### src/rtl/utf8_styled_text_decoder_assert.svh
// ---------------------------------------------------------------------------
// Assertion macros for the styled UTF-8 text decoder
// Same-cycle and next-cycle implication forms, clocked on clk, muted in reset.
// ---------------------------------------------------------------------------
`ifndef UTF8_STYLED_TEXT_DECODER_ASSERT_SVH
`define UTF8_STYLED_TEXT_DECODER_ASSERT_SVH

// same-cycle implication
`define U8S_ASSERT_NOW(label, ante, cons, msg) \
  label: assert property (@(posedge clk) disable iff (rst) (ante) |-> (cons)) \
    else $error(msg);

// next-cycle implication
`define U8S_ASSERT_NEXT(label, ante, cons, msg) \
  label: assert property (@(posedge clk) disable iff (rst) (ante) |=> (cons)) \
    else $error(msg);

`endif

### src/rtl/utf8std_pkg.sv
// ---------------------------------------------------------------------------
// utf8std_pkg
// Constants and the formatting-key decoder for the styled UTF-8 decoder.
// ---------------------------------------------------------------------------
`default_nettype none

package utf8std_pkg;

  localparam int unsigned CP_W     = 21;
  localparam int unsigned COLOUR_W = 4;
  localparam int unsigned STYLE_W  = 4;

  localparam logic [CP_W-1:0]     ESC_CP       = 21'd167;
  localparam logic [COLOUR_W-1:0] COLOUR_WHITE = 4'd15;

  // style_flags bit positions
  localparam int unsigned STY_BOLD      = 0;
  localparam int unsigned STY_STRIKE    = 1;
  localparam int unsigned STY_UNDERLINE = 2;
  localparam int unsigned STY_ITALIC    = 3;

  localparam logic [7:0] CH_UP_A = "A";
  localparam logic [7:0] CH_UP_Z = "Z";
  localparam logic [7:0] CASE_OFS = 8'd32;
  localparam logic [7:0] CH_0 = "0";
  localparam logic [7:0] CH_9 = "9";
  localparam logic [7:0] CH_A = "a";
  localparam logic [7:0] CH_F = "f";
  localparam logic [7:0] CH_K = "k";
  localparam logic [7:0] CH_L = "l";
  localparam logic [7:0] CH_M = "m";
  localparam logic [7:0] CH_N = "n";
  localparam logic [7:0] CH_O = "o";

  typedef enum logic [1:0] {
    KEY_COLOUR,   // set colour, clear styles
    KEY_STYLE,    // OR a style bit in
    KEY_NOP,      // k
    KEY_RESET     // r or unknown: white, no styles
  } key_kind_t;

  typedef struct packed {
    key_kind_t           kind;
    logic [COLOUR_W-1:0] colour;
    logic [STYLE_W-1:0]  style_set;
  } key_act_t;

  function automatic key_act_t decode_key(input logic [7:0] b);
    logic [7:0] c;
    key_act_t   act;
    c = ((b >= CH_UP_A) && (b <= CH_UP_Z)) ? 8'(b + CASE_OFS) : b;
    act.kind      = KEY_RESET;
    act.colour    = COLOUR_WHITE;
    act.style_set = '0;
    if ((c >= CH_0) && (c <= CH_9)) begin
      act.kind   = KEY_COLOUR;
      act.colour = c[3:0];
    end else if ((c >= CH_A) && (c <= CH_F)) begin
      act.kind   = KEY_COLOUR;
      act.colour = 4'(c[3:0] + 4'd9);
    end else if (c == CH_K) begin
      act.kind = KEY_NOP;
    end else if (c == CH_L) begin
      act.kind = KEY_STYLE;
      act.style_set[STY_BOLD] = 1'b1;
    end else if (c == CH_M) begin
      act.kind = KEY_STYLE;
      act.style_set[STY_STRIKE] = 1'b1;
    end else if (c == CH_N) begin
      act.kind = KEY_STYLE;
      act.style_set[STY_UNDERLINE] = 1'b1;
    end else if (c == CH_O) begin
      act.kind = KEY_STYLE;
      act.style_set[STY_ITALIC] = 1'b1;
    end
    return act;
  endfunction

endpackage

`default_nettype wire

### src/rtl/utf8_styled_text_decoder.sv
// Path: a byte is taken into input register s1, decoded there, and its result loaded into the result register.
// Throughput: one byte per clock unless the output stalls; the decoder state
// sits in a single register stage that updates once per byte.
// Reset (rst, synchronous): both stages go empty, the decoder state clears
// and the colour returns to white (15) with no styles.
// ---------------------------------------------------------------------------
// utf8_styled_text_decoder
// Lenient UTF-8 decoder with section-sign formatting escapes. One byte in,
// zero or one styled character out; the final byte always gives a result.
// ---------------------------------------------------------------------------
`default_nettype none

`include "utf8_styled_text_decoder_assert.svh"

module utf8_styled_text_decoder
  import utf8std_pkg::*;
(
  input  wire logic                clk,
  input  wire logic                rst,
  // byte request
  input  wire logic                in_valid,
  output logic                     in_ready,
  input  wire logic [7:0]          text_byte,
  input  wire logic                final_byte,
  // character result
  output logic                     out_valid,
  input  wire logic                out_ready,
  output logic                     char_valid,
  output logic [CP_W-1:0]          code_point,
  output logic [COLOUR_W-1:0]      colour_index,
  output logic                     bold_on,
  output logic                     strike_on,
  output logic                     underline_on,
  output logic                     italic_on,
  output logic                     end_of_text,
  output logic                     cut_short
);

  // ---- handshake ---------------------------------------------------------
  // Input register s1 feeds the decode; the result register takes a new
  // value when empty or being drained; a byte moves each cycle unless stalled.
  logic       s1_valid;
  logic [7:0] s1_byte;
  logic       s1_final;
  logic       out_load;
  logic       in_fire;
  logic       s1_fire;

  assign out_load = !out_valid || out_ready;
  assign in_ready = !s1_valid || out_load;
  assign in_fire  = in_valid && in_ready;
  assign s1_fire  = s1_valid && out_load;

  always_ff @(posedge clk) begin
    if (rst) begin
      s1_valid <= 1'b0;
    end else if (in_fire) begin
      s1_valid <= 1'b1;
    end else if (out_load) begin
      s1_valid <= 1'b0;
    end
  end

  always_ff @(posedge clk) begin
    if (in_fire) begin
      s1_byte  <= text_byte;
      s1_final <= final_byte;
    end
  end

  // ---- decoder state -----------------------------------------------------
  logic [1:0]          bytes_left,     bytes_left_next;
  logic [CP_W-1:0]     code_accum,     code_accum_next;
  logic                await_key,      await_key_next;
  logic [COLOUR_W-1:0] current_colour, current_colour_next;
  logic [STYLE_W-1:0]  style_flags,    style_flags_next;

  // ---- single-pass decode ------------------------------------------------
  key_act_t        key;
  logic            have;
  logic [CP_W-1:0] cp;
  logic            is_esc;
  logic            emit;
  logic            cut;
  logic            has_result;

  assign key = decode_key(s1_byte);

  always_comb begin
    bytes_left_next     = bytes_left;
    code_accum_next     = code_accum;
    await_key_next      = await_key;
    current_colour_next = current_colour;
    style_flags_next    = style_flags;
    have                = 1'b0;
    cp                  = '0;

    if (await_key) begin
      // key byte is consumed raw, never decoded as UTF-8
      await_key_next = 1'b0;
      unique case (key.kind)
        KEY_COLOUR: begin
          current_colour_next = key.colour;
          style_flags_next    = '0;
        end
        KEY_STYLE:  style_flags_next = style_flags | key.style_set;
        KEY_NOP:    ;
        KEY_RESET: begin
          current_colour_next = COLOUR_WHITE;
          style_flags_next    = '0;
        end
        default: ;
      endcase
    end else if (bytes_left != 2'd0) begin
      // continuation: top bits are not checked
      code_accum_next = {code_accum[CP_W-7:0], s1_byte[5:0]};
      bytes_left_next = bytes_left - 2'd1;
      if (bytes_left == 2'd1) begin
        have = 1'b1;
        cp   = code_accum_next;
      end
    end else if (!s1_byte[7]) begin
      have = 1'b1;
      cp   = CP_W'(s1_byte);
    end else if (s1_byte[7:5] == 3'b110) begin
      code_accum_next = CP_W'(s1_byte[4:0]);
      bytes_left_next = 2'd1;
    end else if (s1_byte[7:4] == 4'b1110) begin
      code_accum_next = CP_W'(s1_byte[3:0]);
      bytes_left_next = 2'd2;
    end else if (s1_byte[7:3] == 5'b11110) begin
      code_accum_next = CP_W'(s1_byte[2:0]);
      bytes_left_next = 2'd3;
    end else begin
      // stray continuation or 11111xxx passes through
      have = 1'b1;
      cp   = CP_W'(s1_byte);
    end

    // section sign not at the end opens an escape
    is_esc = have && (cp == ESC_CP) && !s1_final;
    if (is_esc) begin
      await_key_next = 1'b1;
    end
    emit       = have && !is_esc;
    cut        = s1_final && (bytes_left_next != 2'd0);
    has_result = emit || s1_final;

    // end of string: everything back to reset
    if (s1_final) begin
      bytes_left_next     = '0;
      code_accum_next     = '0;
      await_key_next      = 1'b0;
      current_colour_next = COLOUR_WHITE;
      style_flags_next    = '0;
    end
  end

  always_ff @(posedge clk) begin
    if (rst) begin
      bytes_left     <= '0;
      code_accum     <= '0;
      await_key      <= 1'b0;
      current_colour <= COLOUR_WHITE;
      style_flags    <= '0;
    end else if (s1_fire) begin
      bytes_left     <= bytes_left_next;
      code_accum     <= code_accum_next;
      await_key      <= await_key_next;
      current_colour <= current_colour_next;
      style_flags    <= style_flags_next;
    end
  end

  // ---- result register ---------------------------------------------------
  always_ff @(posedge clk) begin
    if (rst) begin
      out_valid <= 1'b0;
    end else if (out_load) begin
      out_valid <= s1_fire && has_result;
    end
  end

  // character fields are zero when no character goes out
  always_ff @(posedge clk) begin
    if (s1_fire && has_result) begin
      char_valid   <= emit;
      code_point   <= emit ? cp : '0;
      colour_index <= emit ? current_colour : '0;
      bold_on      <= emit && style_flags[STY_BOLD];
      strike_on    <= emit && style_flags[STY_STRIKE];
      underline_on <= emit && style_flags[STY_UNDERLINE];
      italic_on    <= emit && style_flags[STY_ITALIC];
      end_of_text  <= s1_final;
      cut_short    <= cut;
    end
  end

  // ---- assertions ----------------------------------------------------------
  `U8S_ASSERT_NOW(a_key_not_mid_seq, await_key, bytes_left == 2'd0,
                  "escape pending inside a multibyte sequence")
  `U8S_ASSERT_NOW(a_cut_only_at_end, out_valid && cut_short,
                  end_of_text && !char_valid, "cut_short without clean end of text")
  `U8S_ASSERT_NOW(a_empty_fields_zero, out_valid && !char_valid,
                  code_point == '0 && colour_index == '0 && !bold_on && !italic_on,
                  "result without character carries nonzero fields")
  `U8S_ASSERT_NEXT(a_final_resets, s1_fire && s1_final,
                   bytes_left == 2'd0 && !await_key && current_colour == COLOUR_WHITE
                   && style_flags == '0, "state not cleared after final byte")

endmodule

`default_nettype wire

### config.mk
export PLATFORM = sky130hd
export DESIGN_NAME = utf8_styled_text_decoder
export DESIGN_NICKNAME = d
export VERILOG_FILES = /design/src/rtl/utf8std_pkg.sv /design/src/rtl/utf8_styled_text_decoder.sv
export VERILOG_INCLUDE_DIRS = /design/src /design/src/rtl
export SDC_FILE = /design/constraint.sdc
export NUM_CORES = 1
export LEC_CHECK = 0
export BUFFER_PORTS_ARGS = -buffer_cell sky130_fd_sc_hd__buf_2
export CAP_MARGIN = 20
export CORE_MARGIN = 3
export CORE_UTILIZATION = 55
export DETAILED_ROUTE_END_ITERATION = 12
export PLACE_DENSITY = 0.77
export SYNTH_ARGS = -nofsm -noshare
export SYNTH_HDL_FRONTEND = slang
export SYNTH_SLANG_ARGS = --single-unit
### constraint.sdc
create_clock -name clk -period 3.87 [get_ports clk]
set_clock_uncertainty 0.05 [all_clocks]
set_input_delay 0 -clock clk [delete_from_list [all_inputs] [get_ports clk]]
set_output_delay 0 -clock clk [all_outputs]
set_load 0.005 [all_outputs]
==> metrics.md <==
| Metric | Value |
|---|---|
| Post-route ant nets | 0 |
| Vias per inst | 5.79 |
| Critical path class | flop to flop |
| Cell Rows | 27 |
| CP max FO | 10 |
| Net Count, Synth | 325 |
| Diode count | 0 |
| Die height | 82.3 µm |
| FF-to-FF Start | s1_byte[5] |
| Area growth, synth to finish | 19.9% |
| Initial antenna violation count | 0 |
| Register area | between 1500 and 2000 µm² |
| Busiest grt layer | met2 |
| Max Cap Viol | 0 |
| Vias in the first global route | between 2,000 and 2,500 |
| Effective utilization at floorplan | 0.575 |
| RSZ-0062 raised after global routing | false |
| Fmax | around 0.3 GHz |
| Post-route clock period utilization | 0.843 |
| Met3 GRT Util | 0.0575 |
| Power per cell area | around 420 nW/µm² |
| Post-synth top flop | edfxtp_1 |
| # Post-CTS Setup Buffers | 0 |
| Nature of the critical path startpoint | flop |
| Placed cell areas | 3500 µm² |
| DR pass1 iterations | 5 |
| First-pass GRT wire length | around 11 mm |
| EDFF count, synth | slightly above 40 |
| I/O pin cnt | 47 |
| Longest Clk Path Bufs | 2 |
| Post-CTS Hold Fix Bufs | 13 |
| Clock-pin slew on the worst setup and hold paths | around 0.08 ns |
| Post-Route WL | 7.07 mm |
| Routed vias | between 2,000 and 3,000 |
| Pin count of the biggest net entering global routing | 26 |
| Setup crit end kind | flop |
| Dpl ws | 0.669 ns |
| Final hold violations | 0 |
| Library cells used by synthesis | 47 |
| Final Net Count | 384 |
| Grt total ovfl | 0 |
| Root buf cell | clkbuf_8 |
| Leak pwr | 1.55 nW |
| Synth Register Bits | approximately 70 |
| Final core utilization | 0.689 |
| CP arrival | about 3.4 ns |
| Setup_tns | 0 ns |
| Post-route minimum period | 3.26 ns |
| Asr flop ratio synth | 0 |
| TritonCTS clock tree | done |
| Worst min-delay path category | input pin to flop |
| Hold WS | ~0.13 ns |
| Die area | 6780 µm² |
| Gpl congestion | 0.925 |
| Final Cell Area | between 3000 and 4000 µm² |
| # resized after CTS | 0 |
| Synthesized area | around 3200 µm² |
| Commonest cells after routing, fill and taps aside | buf_2 (46), edfxtp_1 (41), dfxtp_1 (28) |
| Share of cells above drive strength 1 | 0.183 |
| RR Endpoint | style_flags[1] |
| Flop-to-flop setup slack | approximately 0.61 ns |
| H-tree depth | 3 |
| Hold Path Cell Cnt | 4 |
| Clock sinks | a little under 70 |
| Seq/Total Area, Yosys | 0.559 |
| Clock buffer count from CTS | 9 |
| Status | finished clean |
| Filler cell count | about 430 |
| Tot GR Track Use | 0.227 |
| Setup violators final | 0 |
| Detail Placement HPWL | 4.80 mm |
| Footprint of the multi-input gates | approximately 1300 µm² |
| Avg Cell Area, Syn | 10.6 µm² |
| Warnings, synthesis | 0 |
| 1st-iter DRT viols | between 200 and 250 |
| Final Slew Violations | 0 |
| Slew @ Worst Pin | 0.951 ns |
| Port Buffers | 46 |
| Met1 usage in global routing | 0.315 |
| Drt wl/cell | 16.1 µm |
| Slew Limit Headroom | 0.362 |
| Commonest non-fill, non-tap cell in the layout | buf_2 |
| Area of the core | ~5600 µm² |
| Die Wd | 82.3 µm |
| Post-route DRC | 0 |
| CP required | 4.02 ns |
| Cells after Synth | 303 |
| Met2 usage | 0.340 |
| Worst vdd ir | between 0.2 and 0.3 mV |
| WHS Endpoint | out_valid |
| Final WS setup | between 0.6 and 0.7 ns |
| HP Start | out_ready |
| Reg2Reg Depth | 13 |
| Skew-Pair Late Insertion Delay | ~0.35 ns |
sequential cells by signal (all words and copies together) (netlist names), 2 cells and up:
| name | cells |
|---|---|
| code_point | 21 |
| bytes_left | 2 |
| style_flags | 4 |
| s1_byte | 8 |
| colour_index | 4 |
| code_accum | 15 |
| current_colour | 4 |
power breakdown:
part	internal, mW	leakage [nW]	switching (mW)
Combinational	0.0621	0.823	0.0788
Clock	0.363	0.110	0.275
Sequential	0.802	0.616	0.0217
cell type report:
| class | instances | share of cell area |
|---|---|---|
| clock buffer | 10 | 0.0332 |
| clock inverter | 6 | 0.0228 |
| inverter | 14 | 0.0137 |
| multi-input combinational | 205 | 0.339 |
| sequential | 69 | 0.466 |
| tap | 72 | 0.0235 |
| timing repair buffer | 63 | 0.102 |
worst max-delay path, stage by stage (launching register included):
cell and delay, ns:
edfxtp_1 0.64, ha_1 0.35, nand2b_1 0.15, nand2_1 0.06, a41o_1 0.22, o2111ai_1 0.26
nand2_1 0.13, or2_1 0.25, ha_1 0.29, o21a_1 0.18, o21ai_0 0.13, nor2_1 0.10
a31oi_1 0.21, nor2_1 0.07
synth_stat cells, types with 4 or more instances:
cell       instances  share of area
a21o_1             5          0.012
a21oi_1           14          0.022
a2bb2oi_1          4          0.011
a31oi_1            7          0.014
a32o_1             5          0.016
and2_1            16          0.031
and3_1            14          0.027
clkbuf_1          13          0.015
dfxtp_1           28           0.17
edfxtp_1          41           0.38
ha_1               9          0.035
inv_1             13          0.015
nand2_1           23          0.027
nand2b_1           7          0.014
nand3_1           13          0.020
nor2_1            19          0.022
nor2b_1            4         0.0078
nor3_1             6         0.0094
nor4_1             5         0.0098
o21ai_0            4         0.0062
o21ai_1           11          0.017
metal layers:
layer	routed length, µm	up-vias
met2	3180	109
met5	0	-
met4	127	0
met1	3240	1181
li1	-	1241
met3	523	11
cells by family (layout without fill, tap and decap cells):
family | Yosys count | after routing | share of synthesized area
AND/OR/NAND/NOR | 120 | 120 | 0.204
AO/OA/AOI/OAI | 73 | 73 | 0.159
flip-flops | 69 | 69 | 0.559
buffers and inverters | 29 | 93 | 0.0348
adder cells (fa/ha/maj) | 9 | 9 | 0.0351
XOR/XNOR | 2 | 2 | 0.00547
multiplexers | 1 | 1 | 0.00312
worst max-delay path by stage:
stage	start	to	slack [ns]
finish	s1_byte[5]	style_flags[1]	0.61
global placement	s1_byte[5]	style_flags[3]	0.72
floorplan	s1_byte[6]	bold_on	0.84
detailed placement	s1_byte[0]	style_flags[3]	0.67
global route	s1_byte[0]	style_flags[1]	0.32
CTS	s1_byte[0]	style_flags[1]	0.64
through the flow:
stage | instances | total power, mW
floorplan | 303 | 0.922
global placement | 410 | 0.967
detailed placement | 410 | 0.969
CTS | 439 | 1.60
global route | 439 | 1.66
finish | 439 | 1.60
(Power assumes the default switching activity.)
